### src/sv/lrbsf_pkg.sv
// ----------------------------------------------------------------------------
// lrbsf_pkg
// Shared types, marks and escape table for the log record byte-stuffing framer.
// ----------------------------------------------------------------------------
`default_nettype none

package lrbsf_pkg;

  localparam logic [1:0] REQ_START   = 2'd0;
  localparam logic [1:0] REQ_PAYLOAD = 2'd1;
  localparam logic [1:0] REQ_END     = 2'd2;

  localparam logic [7:0] MARK_START = 8'hEB;
  localparam logic [7:0] MARK_ESC   = 8'hEC;
  localparam logic [7:0] MARK_END   = 8'hEE;
  localparam logic [7:0] MARK_TICK  = 8'hED;
  localparam logic [7:0] CTRL_XON   = 8'h11;
  localparam logic [7:0] CTRL_XOFF  = 8'h13;

  localparam int unsigned BURST_MAX = 3;

  typedef struct packed {
    logic [1:0] req_type;
    logic [7:0] byte_value;
  } in_t;

  typedef struct packed {
    logic [7:0] out_byte;
    logic       last_of_run;
  } out_t;

  typedef struct packed {
    logic [BURST_MAX-1:0][7:0] bytes;
    logic [1:0]                last_idx;
  } burst_t;

  typedef struct packed {
    logic       go;
    logic [7:0] sum_nxt;
    burst_t     burst;
  } enc_t;

  typedef struct packed {
    logic       esc;
    logic [7:0] code;
  } esc_t;

  function automatic esc_t esc_lookup(input logic [7:0] v);
    esc_t r;
    r.esc  = 1'b1;
    r.code = 8'd0;
    unique case (v)
      MARK_START: r.code = 8'd0;
      MARK_ESC:   r.code = 8'd1;
      MARK_END:   r.code = 8'd2;
      MARK_TICK:  r.code = 8'd3;
      CTRL_XON:   r.code = 8'd4;
      CTRL_XOFF:  r.code = 8'd5;
      default:    r.esc  = 1'b0;
    endcase
    return r;
  endfunction

endpackage

`default_nettype wire

### src/sv/lrbsf_encode.sv
// ----------------------------------------------------------------------------
// lrbsf_encode
// Turns one request into a burst of up to three framed bytes and the next sum.
// ----------------------------------------------------------------------------
`default_nettype none

module lrbsf_encode (
  input  wire lrbsf_pkg::in_t  req,
  input  wire logic [7:0]      sum,
  output lrbsf_pkg::enc_t      enc
);

  lrbsf_pkg::esc_t pay_esc;
  lrbsf_pkg::esc_t sum_esc;

  assign pay_esc = lrbsf_pkg::esc_lookup(req.byte_value);
  assign sum_esc = lrbsf_pkg::esc_lookup(sum);

  always_comb begin
    enc = '0;
    enc.sum_nxt = sum;
    unique case (req.req_type)
      lrbsf_pkg::REQ_START: begin
        enc.go             = 1'b1;
        enc.sum_nxt        = req.byte_value;
        enc.burst.bytes[0] = lrbsf_pkg::MARK_START;
        enc.burst.bytes[1] = req.byte_value;
        enc.burst.last_idx = 2'd1;
      end
      lrbsf_pkg::REQ_PAYLOAD: begin
        enc.go      = 1'b1;
        enc.sum_nxt = sum + req.byte_value;
        if (pay_esc.esc) begin
          enc.burst.bytes[0] = lrbsf_pkg::MARK_ESC;
          enc.burst.bytes[1] = pay_esc.code;
          enc.burst.last_idx = 2'd1;
        end else begin
          enc.burst.bytes[0] = req.byte_value;
          enc.burst.last_idx = 2'd0;
        end
      end
      lrbsf_pkg::REQ_END: begin
        enc.go             = 1'b1;
        enc.burst.bytes[0] = lrbsf_pkg::MARK_END;
        if (sum_esc.esc) begin
          enc.burst.bytes[1] = lrbsf_pkg::MARK_ESC;
          enc.burst.bytes[2] = sum_esc.code;
          enc.burst.last_idx = 2'd2;
        end else begin
          enc.burst.bytes[1] = sum;
          enc.burst.last_idx = 2'd1;
        end
      end
      default: begin
        enc.go = 1'b0;
      end
    endcase
  end

endmodule

`default_nettype wire

### src/sv/lrbsf_serializer.sv
// ----------------------------------------------------------------------------
// lrbsf_serializer
// Holds one burst and sends it out one byte per transfer.
// ----------------------------------------------------------------------------
`default_nettype none

module lrbsf_serializer (
  input  wire logic              clk,
  input  wire logic              rst_n,
  input  wire logic              load,
  input  wire lrbsf_pkg::burst_t burst,
  output logic                   can_load,
  output logic                   out_valid,
  input  wire logic              out_ready,
  output lrbsf_pkg::out_t        out_data
);

  lrbsf_pkg::burst_t burst_r;
  logic [1:0]        idx_r;
  logic              valid_r;
  logic              fire;
  logic              fin;

  assign fire     = valid_r && out_ready;
  assign fin      = fire && (idx_r == burst_r.last_idx);
  assign can_load = !valid_r || fin;

  assign out_valid            = valid_r;
  assign out_data.out_byte    = burst_r.bytes[idx_r];
  assign out_data.last_of_run = (idx_r == burst_r.last_idx);

  always_ff @(posedge clk) begin
    if (!rst_n) begin
      valid_r <= 1'b0;
      idx_r   <= 2'd0;
    end else if (load) begin
      valid_r <= 1'b1;
      idx_r   <= 2'd0;
    end else if (fin) begin
      valid_r <= 1'b0;
    end else if (fire) begin
      idx_r <= idx_r + 2'd1;
    end
  end

  always_ff @(posedge clk) begin
    if (load) begin
      burst_r <= burst;
    end
  end

endmodule

`default_nettype wire

### src/sv/log_record_byte_stuffing_framer_core.sv
// ----------------------------------------------------------------------------
// log_record_byte_stuffing_framer_core
// Byte-stuffing framer for log records with an 8-bit sum checksum.
// First byte of an item is valid in the cycle after its transfer.
// Throughput: one output byte per cycle while out_ready is high, set by the
// single output byte port; a new item is taken as the previous one ends.
// Reset: synchronous active-low; clears the running sum and the output stage.
// ----------------------------------------------------------------------------
`default_nettype none

module log_record_byte_stuffing_framer_core (
  input  wire logic            clk,
  input  wire logic            rst_n,
  input  wire logic            in_valid,
  output logic                 in_ready,
  input  wire lrbsf_pkg::in_t  in_data,
  output logic                 out_valid,
  input  wire logic            out_ready,
  output lrbsf_pkg::out_t      out_data
);

  lrbsf_pkg::enc_t enc;
  logic [7:0]      sum_r;
  logic            can_load;
  logic            take;

  lrbsf_encode u_encode (
    .req (in_data),
    .sum (sum_r),
    .enc (enc)
  );

  assign in_ready = can_load;
  assign take     = in_valid && in_ready;

  always_ff @(posedge clk) begin
    if (!rst_n) begin
      sum_r <= 8'd0;
    end else if (take) begin
      sum_r <= enc.sum_nxt;
    end
  end

  lrbsf_serializer u_serializer (
    .clk       (clk),
    .rst_n     (rst_n),
    .load      (take && enc.go),
    .burst     (enc.burst),
    .can_load  (can_load),
    .out_valid (out_valid),
    .out_ready (out_ready),
    .out_data  (out_data)
  );

endmodule

`default_nettype wire

### config.mk
export PLATFORM = sky130hd
export DESIGN_NAME = log_record_byte_stuffing_framer_core
export DESIGN_NICKNAME = d
export VERILOG_FILES = /design/src/sv/lrbsf_pkg.sv /design/src/sv/lrbsf_encode.sv /design/src/sv/lrbsf_serializer.sv /design/src/sv/log_record_byte_stuffing_framer_core.sv
export SDC_FILE = /design/constraint.sdc
export NUM_CORES = 1
export LEC_CHECK = 0
export CAP_MARGIN = 20
export CORE_MARGIN = 2
export CORE_UTILIZATION = 30
export CTS_CLUSTER_DIAMETER = 100
export DETAILED_ROUTE_END_ITERATION = 6
export DONT_BUFFER_PORTS = 1
export GPL_ROUTABILITY_DRIVEN = 0
export SYNTH_ARGS = -nofsm -noshare
export SYNTH_HDL_FRONTEND = slang
export SYNTH_SLANG_ARGS = --single-unit
### constraint.sdc
create_clock -name clk -period 1.74 [get_ports clk]
set_input_delay 0.348 -clock clk [delete_from_list [all_inputs] [get_ports clk]]
set_output_delay 0.348 -clock clk [all_outputs]
set_load 0.005 [all_outputs]
==> results.md <==
Clock tree:
- The maximum clock insertion buffer count is 2.
- The H-tree level count is 2.
- The cell chosen for the clock root is sky130_fd_sc_hd__clkbuf_8.
- The clock net in this run drives a total of 32 sinks.
- The clock input transition at the sequential cells of the worst setup and hold paths is 0.06 ns.
- The later pin in the worst-skew pair is clocked with a latency of 0.29 ns.
- TritonCTS built the clock tree.
- The total clock buffers created by CTS is 5.

Worst hold path:
- The path class of the tightest hold or removal check is primary input to flop.

Die:
- The total area inside the core boundary comes to between 6000 and 7000 um^2.
- After floorplanning, the core was divided into 30 placement rows.
- Measured along the y axis, the die boundary spans 87.08 um.
- During I/O placement, the number of pins put on the boundary was 25.
- Once the floorplan was initialized, standard cells occupied a little under a third of the core.
- The floorplan step defined a die boundary enclosing ~7600 um^2.
- Measured along the x axis, the die boundary spans approximately 87 um.

Routing:
- The count of unresolved DRC violations after routing is 0.
- The first TritonRoute pass finished after 4 iterations.
- The post-route antenna net violation count is 0.
- The average via count per standard cell is roughly 5.5.
- The routed wire length is between 5 and 6 mm.
- In this run, the number of DRC markers left after iteration 0 of detailed routing was between 70 and 80.
- The routed layout has roughly 1800 vias.
- The average wire length per cell after detail routing is about 16 um.

Yosys:
- The average size of a mapped cell is ~9.3 um^2.
- For this run, the leading register cell type out of synthesis is sky130_fd_sc_hd__edfxtp_1.
- Counting flops with a built-in enable in the synthesized netlist gives 21.
- The number of standard cells after synthesis is between 200 and 250.
- By count the netlist is led by sky130_fd_sc_hd__nor2_1 (28), sky130_fd_sc_hd__edfxtp_1 (21), sky130_fd_sc_hd__nand2_1 (19).
- The most common cell in the synthesized netlist is sky130_fd_sc_hd__nor2_1.
- The sequential fraction of the synthesis area is between 40% and 50%.
- The largest total area in the synthesized netlist belongs to sky130_fd_sc_hd__edfxtp_1.
- The post-synthesis adder-cell area fraction is approximately 5.2%.
- Summing the areas of all and, or, nand and nor instances in the mapped netlist gives between 20 and 25% of the synthesized area.
- Of the post-synthesis cell area, the part taken by muxes is between 5 and 6%.
- Summing the areas of all xor and xnor instances in the mapped netlist gives around 3.4% of the synthesized area.
- Yosys attributes the largest share of cell area to sky130_fd_sc_hd__edfxtp_1 (30%), sky130_fd_sc_hd__dfxtp_1 (11%), sky130_fd_sc_hd__mux2i_1 (5.3%), sky130_fd_sc_hd__nor2_1 (5.1%), sky130_fd_sc_hd__ha_1 (4.2%).
- The synthesized design devotes to its leading area cell type between 30% and 40% of total area.
- By area, the combinational part of the netlist is dominated by compound AO/OA/AOI/OAI gates.
- The number of warning messages in the yosys log is 0.
- Summing every instance area after synthesis gives roughly 2100 um^2.
- The number of distinct library cell variants in the gate-level netlist after synthesis is 48.
- In this run, synthesis produced a sequential element count of 32.
- The post-synthesis compound-gate area fraction is about a fifth.
- The net count after synthesis is about 250.
- Counting flops with an async set or reset pin after synthesis yields a share of 0%.

Critical path:
- By instance count, the cell type seen most on the critical path is sky130_fd_sc_hd__or4b_4.
- The standard cell with the maximum stage delay on the critical path is sky130_fd_sc_hd__or4b_4.
- The kind of end point of the critical path is a flop.
- Counting both buffers and inverters, the worst setup path holds a total of 0.
- The family with the most delay on the worst path is simple AND/OR/NAND/NOR gates.
- The critical path arrival is 1.99 ns.
- The setup path with the least slack is of type flop to flop.
- In this design, the stage delay of the slowest critical-path cell is 0.54 ns.
- In this run the worst path has a maximum fanout of 5.
- Traced cell by cell, the critical path runs through or4b_4 -> or4b_4 -> o31ai_4 -> o31ai_1 -> o31a_1.
- The critical path required time is ~1.8 ns.
- The worst setup path is launched from a flop.

Timing:
- The share of the clock period used by the worst path after layout is 112.6%.
- For the pin with the worst max-slew slack, the measured transition is roughly 0.62 ns.
- Across all setup checks in the final design, the least slack found is -0.2194 ns.
- The worst slew margin relative to its limit is 58.76%.
- Setup repair after global routing could not meet its margin everywhere.
- Derived from the worst setup path, the maximum achievable clock frequency is between 500 and 600 MHz.
- The final hold violation count is 0.
- The routed design could run at a clock period as short as 1.959 ns.
- The number of pins with negative max-slew slack in the final report was 0.
- The smallest hold slack is approximately 0.19 ns.
- Setup violations remaining at the end of the flow were counted as 13.
- The clock tree skew after final layout is roughly 0.0093 ns.

Global routing:
- The initial antenna violation count is 0.
- The total overflow left after global routing is 0.
- The number of global-route vias before repair was roughly 1700.
- The first global-routing pass estimated roughly 8.4 mm of wire.
- In the global route stage, overall resource usage came out at 14.40%.
- Entering global routing, the biggest net connects 27 pins.

Pwr:
- In this run the static leakage power is 1.036 nW.
- Power comes to around 1.8 mW.
- The worst voltage drop across the vdd grid is 243.0 uV.
- In this run the power density over the cells is 683.4 nW/um^2.

Placed design:
- The setup slack after placement is -0.2077 ns.
- Detailed placement finished with a half-perimeter wire length of roughly 3.7 mm.
- The count of buffers added on input and output ports is 0.

Status:
- The run finished, with violations left.
- The checks that failed: setup timing.

Cells and area:
- The post-route netlist has 32.02% of its cells at a drive strength greater than 1.
- For this run, the post-layout net count is between 200 and 300.
- The number of antenna diodes in the final layout is 0.
- The area growth from synthesis to final layout is 30.51%.

Run:
- Across the run, the number of max-cap violations was 0.
-- layout make-up --
type                       count  area (um^2)
fill                         665         4016
timing repair buffer          35        279.0
clock buffer                   5        68.82
inverter                      10        37.54
clock inverter                 2        7.507
sequential                    32        855.8
tap                           80        100.1
multi-input combinational    169         1354
-- power breakdown --
group          total, mW  leakage [nW]  internal (mW)  switching [mW]
combinational      0.429         0.703          0.212           0.217
clock              0.527        0.0391          0.263           0.263
sequential         0.892         0.293          0.868          0.0231
-- stage by stage --
step                instance area [um^2]  TNS, ns  utilization [%]  instances
global placement                    2396   -1.309            35.66        323
detailed placement                  2396   -1.912            35.66        323
global route                        2703   -2.822            40.22        333
CTS                                 2614   -1.809            38.90        335
finish                              2703   -1.818            40.22        333
floorplan                           2091  -0.5864                -        223
-- cell usage in the layout, fill, tap and decap left out, types with 5 or more instances in the layout --
| cell type | instances |
|---|---|
| sky130_fd_sc_hd__nor2_1 | 22 |
| sky130_fd_sc_hd__clkbuf_8 | 5 |
| sky130_fd_sc_hd__inv_1 | 9 |
| sky130_fd_sc_hd__a211oi_2 | 5 |
| sky130_fd_sc_hd__a21oi_1 | 8 |
| sky130_fd_sc_hd__o211a_1 | 5 |
| sky130_fd_sc_hd__o21ai_0 | 10 |
| sky130_fd_sc_hd__edfxtp_1 | 21 |
| sky130_fd_sc_hd__nand2_1 | 19 |
| sky130_fd_sc_hd__buf_4 | 33 |
| sky130_fd_sc_hd__dfxtp_1 | 7 |
| sky130_fd_sc_hd__mux2i_1 | 11 |
-- routing by layer --
| metal | global-route usage (%) | up-vias | wire length (um) |
|---|---|---|---|
| li1 | - | 891 | - |
| met1 | 18.01 | 881 | 2369 |
| met2 | 23.87 | 56 | 2505 |
| met3 | 3.697 | 7 | 271 |
| met4 | 5.256 | 0 | 82 |
| met5 | 0 | - | 0 |
-- logic make-up (layout without fill, tap and decap cells) --
| logic type | after synthesis | in the layout |
|---|---|---|
| xor gates and xnor gates | 8 | 8 |
| AOI/OAI and AO/OA | 60 | 60 |
| buffers and inverters | 22 | 52 |
| and+or+nand+nor | 82 | 82 |
| adders and majority gates | 8 | 8 |
| DFF | 32 | 32 |
| muxes | 11 | 11 |
-- repair_timing --
item                       CTS  global route
setup endpoints to repair   15            39
setup buffers                5             1
hold endpoints to repair     0             0
pin swaps                    8            14
gates resized for setup     19            23
gates cloned                 0             0
hold buffers                 0             0
-- sequential cells by signal, indices dropped and copies added, names as in the netlist --
register,flops
sum_r,8
u_serializer.idx_r,2
u_serializer.out_valid,1
u_serializer.burst_r,21
-- final timing paths --
path | startpoint | to | slack, ns | cells after the start
max | sum_r[2] | u_serializer.burst_r[10] | -0.22 | 5
min | rst_n | sum_r[0] | 0.19 | 1
max reg2reg | sum_r[2] | u_serializer.burst_r[10] | -0.22 | 5
min reg2reg | u_serializer.out_valid | u_serializer.out_valid | 0.61 | 2
(Power assumes the default switching activity.)
